==> src/hw/rtl/assert_macros.svh <==
// Assertion macros used by the equalizer controller.
`ifndef ASSERT_MACROS_SVH
`define ASSERT_MACROS_SVH
`ifndef SYNTH
`define STBEQ_ASSERT(lbl, prop, msg) \
  lbl: assert property (@(posedge clk) disable iff (!rst_n) prop) else $error(msg);
`define STBEQ_NEVER(lbl, cond, msg) \
  `STBEQ_ASSERT(lbl, !(cond), msg)
`else
`define STBEQ_ASSERT(lbl, prop, msg)
`define STBEQ_NEVER(lbl, cond, msg)
`endif
`endif

==> src/hw/rtl/stbeq_pkg.sv <==
// Types, constants and step codes for the stereo three-band equalizer.
package stbeq_pkg;

  localparam int SAMPLE_WIDTH = 24;
  localparam int COEF_WIDTH   = 20;
  localparam int COEF_FRAC    = 16;
  localparam int STATE_WIDTH  = 40;

  localparam int NUM_STAGES  = 3;
  localparam int NUM_DELAYS  = 2 * NUM_STAGES;
  localparam int STAGE_W     = 2;
  localparam int STEP_W      = 3;
  localparam int CFG_INDEX_W = 3;

  localparam logic [STAGE_W-1:0] LAST_STAGE = STAGE_W'(NUM_STAGES - 1);

  localparam logic [CFG_INDEX_W-1:0] CFG_LOW_FF  = 3'd0;
  localparam logic [CFG_INDEX_W-1:0] CFG_LOW_FB  = 3'd1;
  localparam logic [CFG_INDEX_W-1:0] CFG_MID_FF  = 3'd2;
  localparam logic [CFG_INDEX_W-1:0] CFG_MID_FB  = 3'd3;
  localparam logic [CFG_INDEX_W-1:0] CFG_HIGH_FF = 3'd4;
  localparam logic [CFG_INDEX_W-1:0] CFG_HIGH_FB = 3'd5;

  localparam logic [STEP_W-1:0] STEP_B0  = 3'd0;
  localparam logic [STEP_W-1:0] STEP_Y   = 3'd1;
  localparam logic [STEP_W-1:0] STEP_A1  = 3'd2;
  localparam logic [STEP_W-1:0] STEP_SUB = 3'd3;
  localparam logic [STEP_W-1:0] STEP_D1  = 3'd4;
  localparam logic [STEP_W-1:0] STEP_D2  = 3'd5;

  typedef logic signed [SAMPLE_WIDTH-1:0] sample_t;

  typedef struct packed {
    sample_t left_sample;
    sample_t right_sample;
  } in_item_t;

  typedef struct packed {
    sample_t left_out;
    sample_t right_out;
  } out_item_t;

  typedef struct packed {
    logic                load_in;
    logic                run;
    logic [STEP_W-1:0]   step;
    logic [STAGE_W-1:0]  stage;
    logic                ch;
    logic                load_out;
  } cmd_t;

endpackage

==> src/hw/rtl/stbeq_ctrl.sv <==
// Sequencer that steps the shared multiplier through every stage and channel.
`include "assert_macros.svh"

module stbeq_ctrl (
  input  logic               clk,
  input  logic               rst_n,
  input  logic               in_valid,
  output logic               in_stall,
  output logic               out_valid,
  input  logic               out_stall,
  output stbeq_pkg::cmd_t    cmd
);

  localparam logic [1:0] ST_IDLE = 2'd0;
  localparam logic [1:0] ST_RUN  = 2'd1;
  localparam logic [1:0] ST_HOLD = 2'd2;

  logic [1:0]                   state_r, state_nxt;
  logic [stbeq_pkg::STEP_W-1:0]  step_r, step_nxt;
  logic [stbeq_pkg::STAGE_W-1:0] stage_r, stage_nxt;
  logic                         ch_r, ch_nxt;
  logic                         out_valid_r, out_valid_nxt;
  logic                         out_free;
  logic                         last_step;
  logic                         load_out;

  assign out_free  = !out_valid_r || !out_stall;
  assign last_step = (step_r == stbeq_pkg::STEP_D2) && (stage_r == stbeq_pkg::LAST_STAGE)
                     && ch_r;

  always_comb begin
    state_nxt = state_r;
    step_nxt  = step_r;
    stage_nxt = stage_r;
    ch_nxt    = ch_r;
    load_out  = 1'b0;
    case (state_r)
      ST_IDLE: begin
        if (in_valid) begin
          state_nxt = ST_RUN;
          step_nxt  = stbeq_pkg::STEP_B0;
          stage_nxt = '0;
          ch_nxt    = 1'b0;
        end
      end
      ST_RUN: begin
        if (step_r == stbeq_pkg::STEP_D2) begin
          step_nxt = stbeq_pkg::STEP_B0;
          if (stage_r == stbeq_pkg::LAST_STAGE) begin
            stage_nxt = '0;
            ch_nxt    = ~ch_r;
          end else begin
            stage_nxt = stage_r + 1'b1;
          end
        end else begin
          step_nxt = step_r + 1'b1;
        end
        if (last_step) begin
          if (out_free) begin
            load_out  = 1'b1;
            state_nxt = ST_IDLE;
          end else begin
            state_nxt = ST_HOLD;
          end
        end
      end
      ST_HOLD: begin
        if (out_free) begin
          load_out  = 1'b1;
          state_nxt = ST_IDLE;
        end
      end
      default: begin
        state_nxt = ST_IDLE;
      end
    endcase
  end

  always_comb begin
    if (load_out) begin
      out_valid_nxt = 1'b1;
    end else if (!out_stall) begin
      out_valid_nxt = 1'b0;
    end else begin
      out_valid_nxt = out_valid_r;
    end
  end

  always_ff @(posedge clk) begin
    if (!rst_n) begin
      state_r     <= ST_IDLE;
      step_r      <= stbeq_pkg::STEP_B0;
      stage_r     <= '0;
      ch_r        <= 1'b0;
      out_valid_r <= 1'b0;
    end else begin
      state_r     <= state_nxt;
      step_r      <= step_nxt;
      stage_r     <= stage_nxt;
      ch_r        <= ch_nxt;
      out_valid_r <= out_valid_nxt;
    end
  end

  assign in_stall  = (state_r != ST_IDLE);
  assign out_valid = out_valid_r;

  assign cmd.load_in  = in_valid && (state_r == ST_IDLE);
  assign cmd.run      = (state_r == ST_RUN);
  assign cmd.step     = step_r;
  assign cmd.stage    = stage_r;
  assign cmd.ch       = ch_r;
  assign cmd.load_out = load_out;

  `STBEQ_NEVER(a_load_over_held, load_out && out_valid_r && out_stall, "result overwritten")
  `STBEQ_ASSERT(a_start_seq, cmd.load_in |=> (state_r == ST_RUN && step_r == stbeq_pkg::STEP_B0 && stage_r == '0 && !ch_r), "sequence did not start at the first step")
  `STBEQ_ASSERT(a_hold_full, (state_r == ST_HOLD) |-> out_valid_r, "holding with an empty output")
  `STBEQ_NEVER(a_counters_range, step_r > stbeq_pkg::STEP_D2 || stage_r > stbeq_pkg::LAST_STAGE, "step or stage counter out of range")

endmodule

==> src/hw/rtl/stbeq_dp.sv <==
// Datapath: coefficient store, delay states, shared multiplier, rounding and saturation.
module stbeq_dp #(
  parameter int COEF_WIDTH  = stbeq_pkg::COEF_WIDTH,
  parameter int COEF_FRAC   = stbeq_pkg::COEF_FRAC,
  parameter int STATE_WIDTH = stbeq_pkg::STATE_WIDTH
) (
  input  logic                               clk,
  input  logic                               rst_n,
  input  stbeq_pkg::cmd_t                    cmd,
  input  stbeq_pkg::in_item_t                in_data,
  output stbeq_pkg::out_item_t               out_data,
  input  logic                               cfg_we,
  input  logic [stbeq_pkg::CFG_INDEX_W-1:0]  cfg_index,
  input  logic [3*COEF_WIDTH-1:0]            cfg_data
);

  localparam int SW     = stbeq_pkg::SAMPLE_WIDTH;
  localparam int FF_W   = 3 * COEF_WIDTH;
  localparam int FB_W   = 2 * COEF_WIDTH;
  localparam int PROD_W = COEF_WIDTH + SW;
  localparam int ACC_W  = PROD_W + 1;
  localparam int RND_W  = ACC_W + 1 - COEF_FRAC;
  localparam int SUM_W  = ((RND_W > STATE_WIDTH) ? RND_W : STATE_WIDTH) + 1;
  localparam int EXT_W  = SUM_W + COEF_FRAC;
  localparam int NS     = stbeq_pkg::NUM_STAGES;
  localparam int ND     = stbeq_pkg::NUM_DELAYS;
  localparam int DIDX_W = $clog2(ND);

  localparam logic [FF_W-1:0]  FF_RESET = FF_W'(1) << COEF_FRAC;
  localparam logic [EXT_W-1:0] HALF     = EXT_W'(1) << (COEF_FRAC - 1);

  logic [FF_W-1:0]               ff_r [NS];
  logic [FB_W-1:0]               fb_r [NS];
  logic signed [STATE_WIDTH-1:0] d1_r [ND];
  logic signed [STATE_WIDTH-1:0] d2_r [ND];

  stbeq_pkg::in_item_t           in_r;
  stbeq_pkg::out_item_t          out_r;
  stbeq_pkg::sample_t            x_r;
  stbeq_pkg::sample_t            y_r;
  stbeq_pkg::sample_t            left_r;
  logic signed [PROD_W-1:0]      prod_r;
  logic signed [ACC_W-1:0]       acc_r;

  logic [FF_W-1:0]               ff_sel;
  logic [FB_W-1:0]               fb_sel;
  logic [DIDX_W-1:0]             didx;
  logic signed [COEF_WIDTH-1:0]  coef_sel;
  logic signed [SW-1:0]          opnd_sel;
  logic signed [PROD_W-1:0]      prod_nxt;
  logic signed [ACC_W-1:0]       prod_ext;
  logic signed [ACC_W-1:0]       diff;
  logic signed [ACC_W-1:0]       rnd_in;
  logic signed [EXT_W-1:0]       rnd_ext;
  logic signed [EXT_W-1:0]       rnd_add;
  logic signed [EXT_W-1:0]       rnd_shift;
  logic signed [SUM_W-1:0]       addend;
  logic signed [SUM_W-1:0]       sum;
  logic                          sum_sign;
  logic                          ovf_smp;
  logic                          ovf_st;
  logic signed [SW-1:0]          y_sat;
  logic signed [STATE_WIDTH-1:0] st_sat;

  assign ff_sel = ff_r[cmd.stage];
  assign fb_sel = fb_r[cmd.stage];
  assign didx   = DIDX_W'({cmd.stage, cmd.ch});

  always_comb begin
    case (cmd.step)
      stbeq_pkg::STEP_B0:  coef_sel = ff_sel[COEF_WIDTH-1:0];
      stbeq_pkg::STEP_Y:   coef_sel = ff_sel[2*COEF_WIDTH-1:COEF_WIDTH];
      stbeq_pkg::STEP_A1:  coef_sel = fb_sel[COEF_WIDTH-1:0];
      stbeq_pkg::STEP_SUB: coef_sel = ff_sel[3*COEF_WIDTH-1:2*COEF_WIDTH];
      stbeq_pkg::STEP_D1:  coef_sel = fb_sel[2*COEF_WIDTH-1:COEF_WIDTH];
      default:             coef_sel = ff_sel[COEF_WIDTH-1:0];
    endcase
  end

  assign opnd_sel = ((cmd.step == stbeq_pkg::STEP_A1) || (cmd.step == stbeq_pkg::STEP_D1))
                    ? y_r : x_r;
  assign prod_nxt = coef_sel * opnd_sel;
  assign prod_ext = {prod_r[PROD_W-1], prod_r};
  assign diff     = acc_r - prod_ext;

  always_comb begin
    case (cmd.step)
      stbeq_pkg::STEP_Y: begin
        rnd_in = prod_ext;
        addend = {{(SUM_W-STATE_WIDTH){d1_r[didx][STATE_WIDTH-1]}}, d1_r[didx]};
      end
      stbeq_pkg::STEP_D1: begin
        rnd_in = acc_r;
        addend = {{(SUM_W-STATE_WIDTH){d2_r[didx][STATE_WIDTH-1]}}, d2_r[didx]};
      end
      default: begin
        rnd_in = diff;
        addend = '0;
      end
    endcase
  end

  assign rnd_ext   = {{(EXT_W-ACC_W){rnd_in[ACC_W-1]}}, rnd_in};
  assign rnd_add   = rnd_ext + $signed(HALF);
  assign rnd_shift = rnd_add >>> COEF_FRAC;
  assign sum       = rnd_shift[SUM_W-1:0] + addend;
  assign sum_sign  = sum[SUM_W-1];

  assign ovf_smp = (sum[SUM_W-1:SW-1] != {(SUM_W-SW+1){sum_sign}});
  assign y_sat   = ovf_smp ? {sum_sign, {(SW-1){~sum_sign}}} : sum[SW-1:0];
  assign ovf_st  = (sum[SUM_W-1:STATE_WIDTH-1] != {(SUM_W-STATE_WIDTH+1){sum_sign}});
  assign st_sat  = ovf_st ? {sum_sign, {(STATE_WIDTH-1){~sum_sign}}} : sum[STATE_WIDTH-1:0];

  always_ff @(posedge clk) begin
    if (!rst_n) begin
      for (int i = 0; i < NS; i++) begin
        ff_r[i] <= FF_RESET;
        fb_r[i] <= '0;
      end
      for (int i = 0; i < ND; i++) begin
        d1_r[i] <= '0;
        d2_r[i] <= '0;
      end
    end else begin
      if (cfg_we) begin
        case (cfg_index)
          stbeq_pkg::CFG_LOW_FF:  ff_r[0] <= cfg_data;
          stbeq_pkg::CFG_LOW_FB:  fb_r[0] <= cfg_data[FB_W-1:0];
          stbeq_pkg::CFG_MID_FF:  ff_r[1] <= cfg_data;
          stbeq_pkg::CFG_MID_FB:  fb_r[1] <= cfg_data[FB_W-1:0];
          stbeq_pkg::CFG_HIGH_FF: ff_r[2] <= cfg_data;
          stbeq_pkg::CFG_HIGH_FB: fb_r[2] <= cfg_data[FB_W-1:0];
          default: begin
          end
        endcase
      end
      if (cmd.run && (cmd.step == stbeq_pkg::STEP_D1)) begin
        d1_r[didx] <= st_sat;
      end
      if (cmd.run && (cmd.step == stbeq_pkg::STEP_D2)) begin
        d2_r[didx] <= st_sat;
      end
    end
  end

  always_ff @(posedge clk) begin
    if (cmd.load_in) begin
      in_r <= in_data;
      x_r  <= in_data.left_sample;
    end
    if (cmd.run) begin
      prod_r <= prod_nxt;
      case (cmd.step)
        stbeq_pkg::STEP_Y: begin
          y_r <= y_sat;
        end
        stbeq_pkg::STEP_A1: begin
          acc_r <= prod_ext;
        end
        stbeq_pkg::STEP_SUB: begin
          acc_r <= diff;
        end
        stbeq_pkg::STEP_D1: begin
          acc_r <= prod_ext;
        end
        stbeq_pkg::STEP_D2: begin
          if (cmd.stage == stbeq_pkg::LAST_STAGE) begin
            if (!cmd.ch) begin
              left_r <= y_r;
              x_r    <= in_r.right_sample;
            end
          end else begin
            x_r <= y_r;
          end
        end
        default: begin
        end
      endcase
    end
    if (cmd.load_out) begin
      out_r.left_out  <= left_r;
      out_r.right_out <= y_r;
    end
  end

  assign out_data = out_r;

endmodule

==> src/hw/rtl/stereo_three_band_biquad_eq_top.sv <==
// Top level of the stereo three-band biquad equalizer.

// Each item is one stereo frame that runs through a low shelf, a peaking and a
// high shelf biquad per channel, left first, then right. One 20 by 24 bit
// multiplier serves all six biquad evaluations in turn, and a new frame is
// taken only after the one before has been fully worked through and its
// result loaded. The next frame is accepted while the previous result still
// waits in the output register. Coefficient writes are taken at any time,
// with ready always high, and must only be made while the block is idle.
module stereo_three_band_biquad_eq_top #(
  parameter int COEF_WIDTH  = stbeq_pkg::COEF_WIDTH,
  parameter int COEF_FRAC   = stbeq_pkg::COEF_FRAC,
  parameter int STATE_WIDTH = stbeq_pkg::STATE_WIDTH
) (
  input  logic                               clk,
  input  logic                               rst_n,
  input  logic                               in_valid,
  output logic                               in_stall,
  input  stbeq_pkg::in_item_t                in_data,
  output logic                               out_valid,
  input  logic                               out_stall,
  output stbeq_pkg::out_item_t               out_data,
  input  logic                               cfg_valid,
  output logic                               cfg_ready,
  input  logic [stbeq_pkg::CFG_INDEX_W-1:0]  cfg_index,
  input  logic [3*COEF_WIDTH-1:0]            cfg_data
);

  stbeq_pkg::cmd_t cmd;

  assign cfg_ready = 1'b1;

  stbeq_ctrl u_ctrl (
    .clk       (clk),
    .rst_n     (rst_n),
    .in_valid  (in_valid),
    .in_stall  (in_stall),
    .out_valid (out_valid),
    .out_stall (out_stall),
    .cmd       (cmd)
  );

  stbeq_dp #(
    .COEF_WIDTH  (COEF_WIDTH),
    .COEF_FRAC   (COEF_FRAC),
    .STATE_WIDTH (STATE_WIDTH)
  ) u_dp (
    .clk       (clk),
    .rst_n     (rst_n),
    .cmd       (cmd),
    .in_data   (in_data),
    .out_data  (out_data),
    .cfg_we    (cfg_valid && cfg_ready),
    .cfg_index (cfg_index),
    .cfg_data  (cfg_data)
  );

endmodule

==> config.mk <==
export PLATFORM = sky130hd
export DESIGN_NAME = stereo_three_band_biquad_eq_top
export DESIGN_NICKNAME = d
export VERILOG_FILES = /design/src/hw/rtl/stbeq_pkg.sv /design/src/hw/rtl/stbeq_ctrl.sv /design/src/hw/rtl/stbeq_dp.sv /design/src/hw/rtl/stereo_three_band_biquad_eq_top.sv
export VERILOG_INCLUDE_DIRS = /design/src /design/src/hw/rtl
export SDC_FILE = /design/constraint.sdc
export NUM_CORES = 2
export LEC_CHECK = 0
export BUFFER_PORTS_ARGS = -buffer_cell sky130_fd_sc_hd__buf_4
export CAP_MARGIN = 20
export CORE_MARGIN = 4
export CORE_UTILIZATION = 60
export DETAILED_ROUTE_END_ITERATION = 10
export HOLD_SLACK_MARGIN = 0.1
export PLACE_DENSITY = 0.83
export RECOVER_POWER = 50
export SLEW_MARGIN = 10
export SYNTH_ARGS = -nofsm -noshare
export SYNTH_HDL_FRONTEND = slang
export SYNTH_SLANG_ARGS = --single-unit
==> constraint.sdc <==
create_clock -name clk -period 23 [get_ports clk]
set_clock_uncertainty 0.05 [all_clocks]
set_input_delay 4.6 -clock clk [delete_from_list [all_inputs] [get_ports clk]]
set_output_delay 4.6 -clock clk [all_outputs]
set_load 0.005 [all_outputs]
Word-level counts from Yosys, hierarchy flattened --
Memory sizes are Yosys's and may differ from the RTL's. A register that Yosys moved wholly into a read port is not among the register bits. Index checks and enable logic that the tools add are counted.
Word-level totals: memories 4, bits in registers 242, output and inout port bits 51, memory bits (writable) 780, word-level logic and storage cells 156, input bits 116
Operators by class: reductions and logical operators 24, bitwise gates (word level) 8, multipliers 1, muxes and demuxes 80, add/sub/neg operators 5, equality and inequality tests 21
Memory list:
- u_dp.d1_r | depth 6, width 40, read ports 1, clocked after memory_dff 0, wr ports 6, RTL line stbeq_dp.sv:34 | logic signed [STATE_WIDTH-1:0] d1_r [ND];
- u_dp.d2_r | depth 6, width 40, read ports 1, clocked after memory_dff 0, wr ports 6, RTL line stbeq_dp.sv:35 | logic signed [STATE_WIDTH-1:0] d2_r [ND];
- u_dp.ff_r | depth 3, width 60, read ports 1, clocked after memory_dff 1, wr ports 3, RTL line stbeq_dp.sv:32 | logic [FF_W-1:0] ff_r [NS];
- u_dp.fb_r | depth 3, width 40, read ports 1, clocked after memory_dff 1, wr ports 3, RTL line stbeq_dp.sv:33 | logic [FB_W-1:0] fb_r [NS];
Operators with widths (number):
- 40-bit 2-to-1 mux | 6
- 60-bit 2-to-1 mux | 3
- 45-bit case mux with 2 select lines | 2
- 24-bit 2-to-1 mux | 7
- 41-bit case mux with 2 select lines | 1
- 20-bit case mux with 4 select lines | 1
- 40-bit OR reduction | 2
- 45-bit by 17-bit adder with 46-bit output (second input constant) | 1
- 45-bit by 44-bit subtractor with 45-bit output | 1
- 20-bit by 24-bit multiplier with 44-bit output | 1
- 41-bit adder | 1
- 1-bit 2-to-1 mux | 40
- 2-bit 2-to-1 mux | 11
- 17-bit != test | 1
- 3-bit by 2-bit == test with 1-bit output (second input constant) | 4
- 3-bit == test (second input constant) | 4
- 3-bit 2-to-1 mux | 4
- 2-bit != test (second input constant) | 4
- 4-bit AND reduction | 2
- 3-bit by 1-bit == test with 1-bit output (second input constant) | 2
- 1-bit OR | 6
- 2-bit case mux with 3 select lines | 1
- 3-bit case mux with 2 select lines | 1
- 2-bit AND reduction | 3
- 17 further kinds | 30

Depth between registers and ports, before layout --
depth in word-level cells 7, gate-level depth with buffers 38, depth with buffers taken out 35

Hierarchy --
A second synthesis with hierarchy kept.
Second synthesis, totals: cells, all modules 6086, area total of the unflattened synthesis 72573.4 um^2
By module, submodules not included:
- stbeq_dp | instances 1, area each 72000.3 um^2, cells an instance 6017
- stbeq_ctrl | instances 1, area each 561.8 um^2, cells an instance 67
- stereo_three_band_biquad_eq_top | instances 1, area each 11.3 um^2, cells an instance 2

Least setup slack after synthesis --
No wires, ideal clock.
path type input to register, start in cfg_valid, end mem u_dp.ff_r[0][0] (netlist name), enable pin, slack 11.498 ns, library setup time 0.644 ns, stages on the path 2, path buffers 0, arrival time 10.808 ns, path through inv_1 o41ai_1
RTL lines:
- start, declared | RTL line stereo_three_band_biquad_eq_top.sv:23 | input logic cfg_valid,
- end, declared | RTL line stbeq_dp.sv:32

Final worst setup path --
start reg u_ctrl.step_r[1] (netlist name), end reg u_dp.prod_r[43] (data pin)
Between the ends: cells in the longest elaborated chain, start to end 4
Ends and longest elaborated chain:
- start, declared | RTL line stbeq_ctrl.sv:19 | logic [stbeq_pkg::STEP_W-1:0] step_r, step_nxt;
- start signal, assigned | RTL line stbeq_ctrl.sv:92 | step_r <= stbeq_pkg::STEP_B0;
- start signal, assigned | RTL line stbeq_ctrl.sv:98 | step_r <= step_nxt;
- branches (longest 3 deep; another with 20-bit case mux with 4 select lines)
- 20-bit by 24-bit multiplier with 44-bit output (*) | RTL line stbeq_dp.sv:82 | assign prod_nxt = coef_sel * opnd_sel;
- via u_dp.prod_nxt[43] | RTL line stbeq_dp.sv:50 | logic signed [PROD_W-1:0] prod_nxt;
- end signal, assigned | RTL line stbeq_dp.sv:152 | prod_r <= prod_nxt;
- end, declared | RTL line stbeq_dp.sv:42 | logic signed [PROD_W-1:0] prod_r;
Mark *: on every way through the listed nets, which the timed path passes. A chain may end at the register's enable or synchronous reset.

==> metrics.md <==
| Metric | Value |
|---|---|
| Status | complete, but fails checks |
| Violated checks | capacitance limit, slew limit |
| Xor/xnor cell area share of the yosys netlist | 1.88% |
| Post-CTS setup buffer count | 0 |
| Setup crit start kind | flip-flop |
| Clk sink count | between 1000 and 1500 |
| Cell with the most instances after synthesis | edfxtp_1 |
| Routed Antenna Nets | 0 |
| FFs w/ async S/R, synth | 0% |
| Worst hold slack | between 300 and 400 ps |
| CTS hold repair buffers | 0 |
| Slew margin rel. | -181% |
| Initial antenna violation count | 5 |
| Final period utilization | between 50 and 60% |
| Synth warn | 0 |
| Root Driver | clkbuf_16 |
| RSZ-0062 raised after global routing | false |
| Post-Syn Instances | between 6000 and 7000 |
| Share of cells above drive strength 1 | 10.6% |
| Final setup viols | 0 |
| Worst R2R Setup Slack | 9670 ps |
| I/O pins | roughly 170 |
| Count of cell types in the netlist | between 100 and 150 |
| Worst-skew pair later-pin latency | around 740 ps |
| WS Path Type | flip-flop to flip-flop |
| Worst Setup End Kind | flip-flop |
| Vias | 51000 |
| Critical Path RT | 23370 ps |
| Simple-gate share of the synthesized area | a little under an eighth |
| Mapped Area | approximately 0.073 sq mm |
| H-Tree Depth | 3 |
| #FFs+latches synth | 1184 |
| Post-Synth Adder-Cell Area | between 10% and 20% |
| CTS clk-pin slew, worst paths | around 70 ps |
| R2r endpoint | u_dp.prod_r[43]$_DFFE_PP_ |
| R2R Path Start | u_ctrl.step_r[1]$_SDFFE_PN0P_ |
| Synth Area in Compound Gates | 7.58% |
| Die footprint | about 0.13 sq mm |
| Reg2Reg Depth | 30 |
| Top_reg_cell synth | edfxtp_1 |
| DR vias/cell | roughly 6.4 |
| Worst hold endpoint | u_dp.out_data[47]$_DFFE_PP_ |
| I/O Buffers | ~170 |
| Core area | about 0.12 sq mm |
| Hold Path Stages | 0 |
| Drt wl/cell | roughly 26 um |
| DRT iter0 DRCs | approximately 6300 |
| Post-CTS sizing | 0 |
| Post-route insts no fill | around 8000 |
| Worst-case clock buffer depth | 3 |
| Die W | 357 um |
| Hpwl dp | ~140000 um |
| Mux share of post-synthesis cell area | slightly above 8% |
| Mapped Nets | ~7100 |
| Top cell type by total area after synthesis | edfxtp_1 |
| GR Overflow Total | 0 |
| Sequential area share after synthesis | just under 50% |
| Layout Nets | roughly 7000 |
| List of most frequent post-synthesis cells | 1149 x edfxtp_1, 884 x nor2_1, 685 x inv_1 |
| Initial core utilization | 60.7% |
| Synth top area cells | edfxtp_1 47%, fa_1 14%, mux4_2 4.9%, nor2_1 4.5%, inv_1 3.5% |
| Setup_tns | 0 ps |
| Number of global-route vias before repair | 52100 |
| Minimum clock period | between 10000 and 15000 ps |
| Fin. max-slew vios | 1198 |
| Largest net degree at the start of global routing | 80 |
| Final wirelength | roughly 210000 um |
| Top cell by count, worst path | fa_1 |
| Row Count | ~130 |
| Avg Cell Area, Syn | 11.7 sq um |
| Worst hold start | u_dp.left_r[23]$_DFFE_PP_ |
| Final Hold Fails | 0 |
| 1st-pass router iterations | 7 |
| MaxCap Viol Count | 28 |
| CTS tree | done |
| Area growth from synthesis to layout | 9.13% |
| Largest family of logic cells by synthesized area | adder cells |
| Crit-path slowest cell | clkbuf_1 |
| CP max stage delay | ~1700 ps |
| Overall global routing resource usage | 32.7% |
| Achievable frequency | 75.0 MHz |
| GP Congestion | slightly below 1 |
| Total CTS buffers | roughly 110 |
| Worst path arrival time | 13710 ps |
| CP Max Fanout | 44 |
| Die Span Y | about 360 um |
| Number of synthesized flops with an enable pin | between 1000 and 1500 |
| Slew @ Worst Pin | 4220 ps |
| Class of the worst hold path | flip-flop to flip-flop |
| Drt drc | 0 |
| First-pass GRT wire length | ~310000 um |
| Yosys top cell area share | about 47% |
| # placed instances | between 7000 and 8000 |
==> worst max-delay path by stage <==
stage	from	end	depth (start not counted)
3_3_place_gp	flip-flop	u_dp.prod_r[42]$_DFFE_PP_	32
5_1_grt	u_ctrl.step_r[1]$_SDFFE_PN0P_	u_dp.prod_r[43]$_DFFE_PP_	30
6_report	u_ctrl.step_r[1]$_SDFFE_PN0P_	u_dp.prod_r[43]$_DFFE_PP_	30
2_1_floorplan	cfg_valid	u_dp.ff_r[0][0]$_DFFE_PP_	2
3_5_place_dp	u_ctrl.step_r[2]$_SDFFE_PN0P_	u_dp.prod_r[42]$_DFFE_PP_	33
4_1_cts	u_ctrl.step_r[1]$_SDFFE_PN0P_	u_dp.prod_r[43]$_DFFE_PP_	30
==> cell usage in the layout, fill, tap and decap left out, types with 35 or more instances in the layout <==
cell type and instances:
ha_1 205, xor2_1 54, buf_4 165, a221oi_1 40
o21ai_0 165, nor2_1 879, a21oi_1 193, nand3_1 47
edfxtp_1 1149, mux2i_1 211, and2_0 92, fa_1 494
a21o_1 66, and2_1 69, mux4_2 160, nand2b_1 35
inv_1 685, a22oi_1 45, clkbuf_4 48, o22ai_1 61
clkbuf_16 112, xnor2_1 100, nand2_1 599, clkbuf_1 68
==> registers in the layout, summed over array words and instances, names as in the netlist, named ones only <==
signal,count
u_dp.fb_r,120
u_ctrl.state_r,2
u_dp.ff_r,180
u_dp.in_r,24
u_dp.acc_r,45
u_dp.d1_r,320
u_dp.out_data,48
u_ctrl.ch_r,1
u_ctrl.out_valid,1
u_ctrl.step_r,3
u_dp.left_r,24
u_ctrl.stage_r,2
u_dp.x_r,24
u_dp.d2_r,320
u_dp.prod_r,44
u_dp.y_r,24
==> area by class of cell <==
class                           instances  area (sq um)
Fill cell                            8637         40600
Sequential cell                      1184         35200
Multi-Input combinational cell       4039         34400
Clock buffer                          130          2930
Inverter                              689          2590
Tap cell                             1612          2020
Timing Repair Buffer                  270          1820
Clock inverter                         78           890
Antenna cell                            4          10.0
==> worst max-delay path, delay by kind of cell (launching register included) <==
family	cells	cell delay, ps
flops	1	740
buf+inv	8	4700
simple gates	10	2230
xor+xnor	1	80
compound gates	3	750
fa+ha+maj	8	4440
==> per-layer routing <==
metal	vias up	global-route usage [%]	routed length (um)	part of all wire, %
met4	2	17.3	13000	6.3
met1	25200	41.7	73100	35
met2	3312	53.6	99300	48
met5	-	0	13	0.0062
met3	737	6.31	22700	11
li1	21700	-	-	-
==> metrics by stage <==
stage / setup WS (ps) / utilization (%) / instance area (sq um)
finish: 9670 / 66.3 / 79800
CTS: 12990 / 66.5 / 80100
floorplan: 11500 / - / 73200
global route: 9140 / 66.3 / 79800
global placement: 13000 / 63.3 / 76200
detailed placement: 13040 / 63.3 / 76300
==> cell families after synthesis <==
group,Yosys count
AO/OA/AOI/OAI,831
XOR/XNOR,156
adder cells (fa/ha/maj),729
buffers and inverters,1048
flip-flops,1184
multiplexers,387
other,1
AND/OR/NAND/NOR,1935
Power is not shown: default switching activity piles up to over one toggle a cycle in this logic, so the estimate is an artifact.
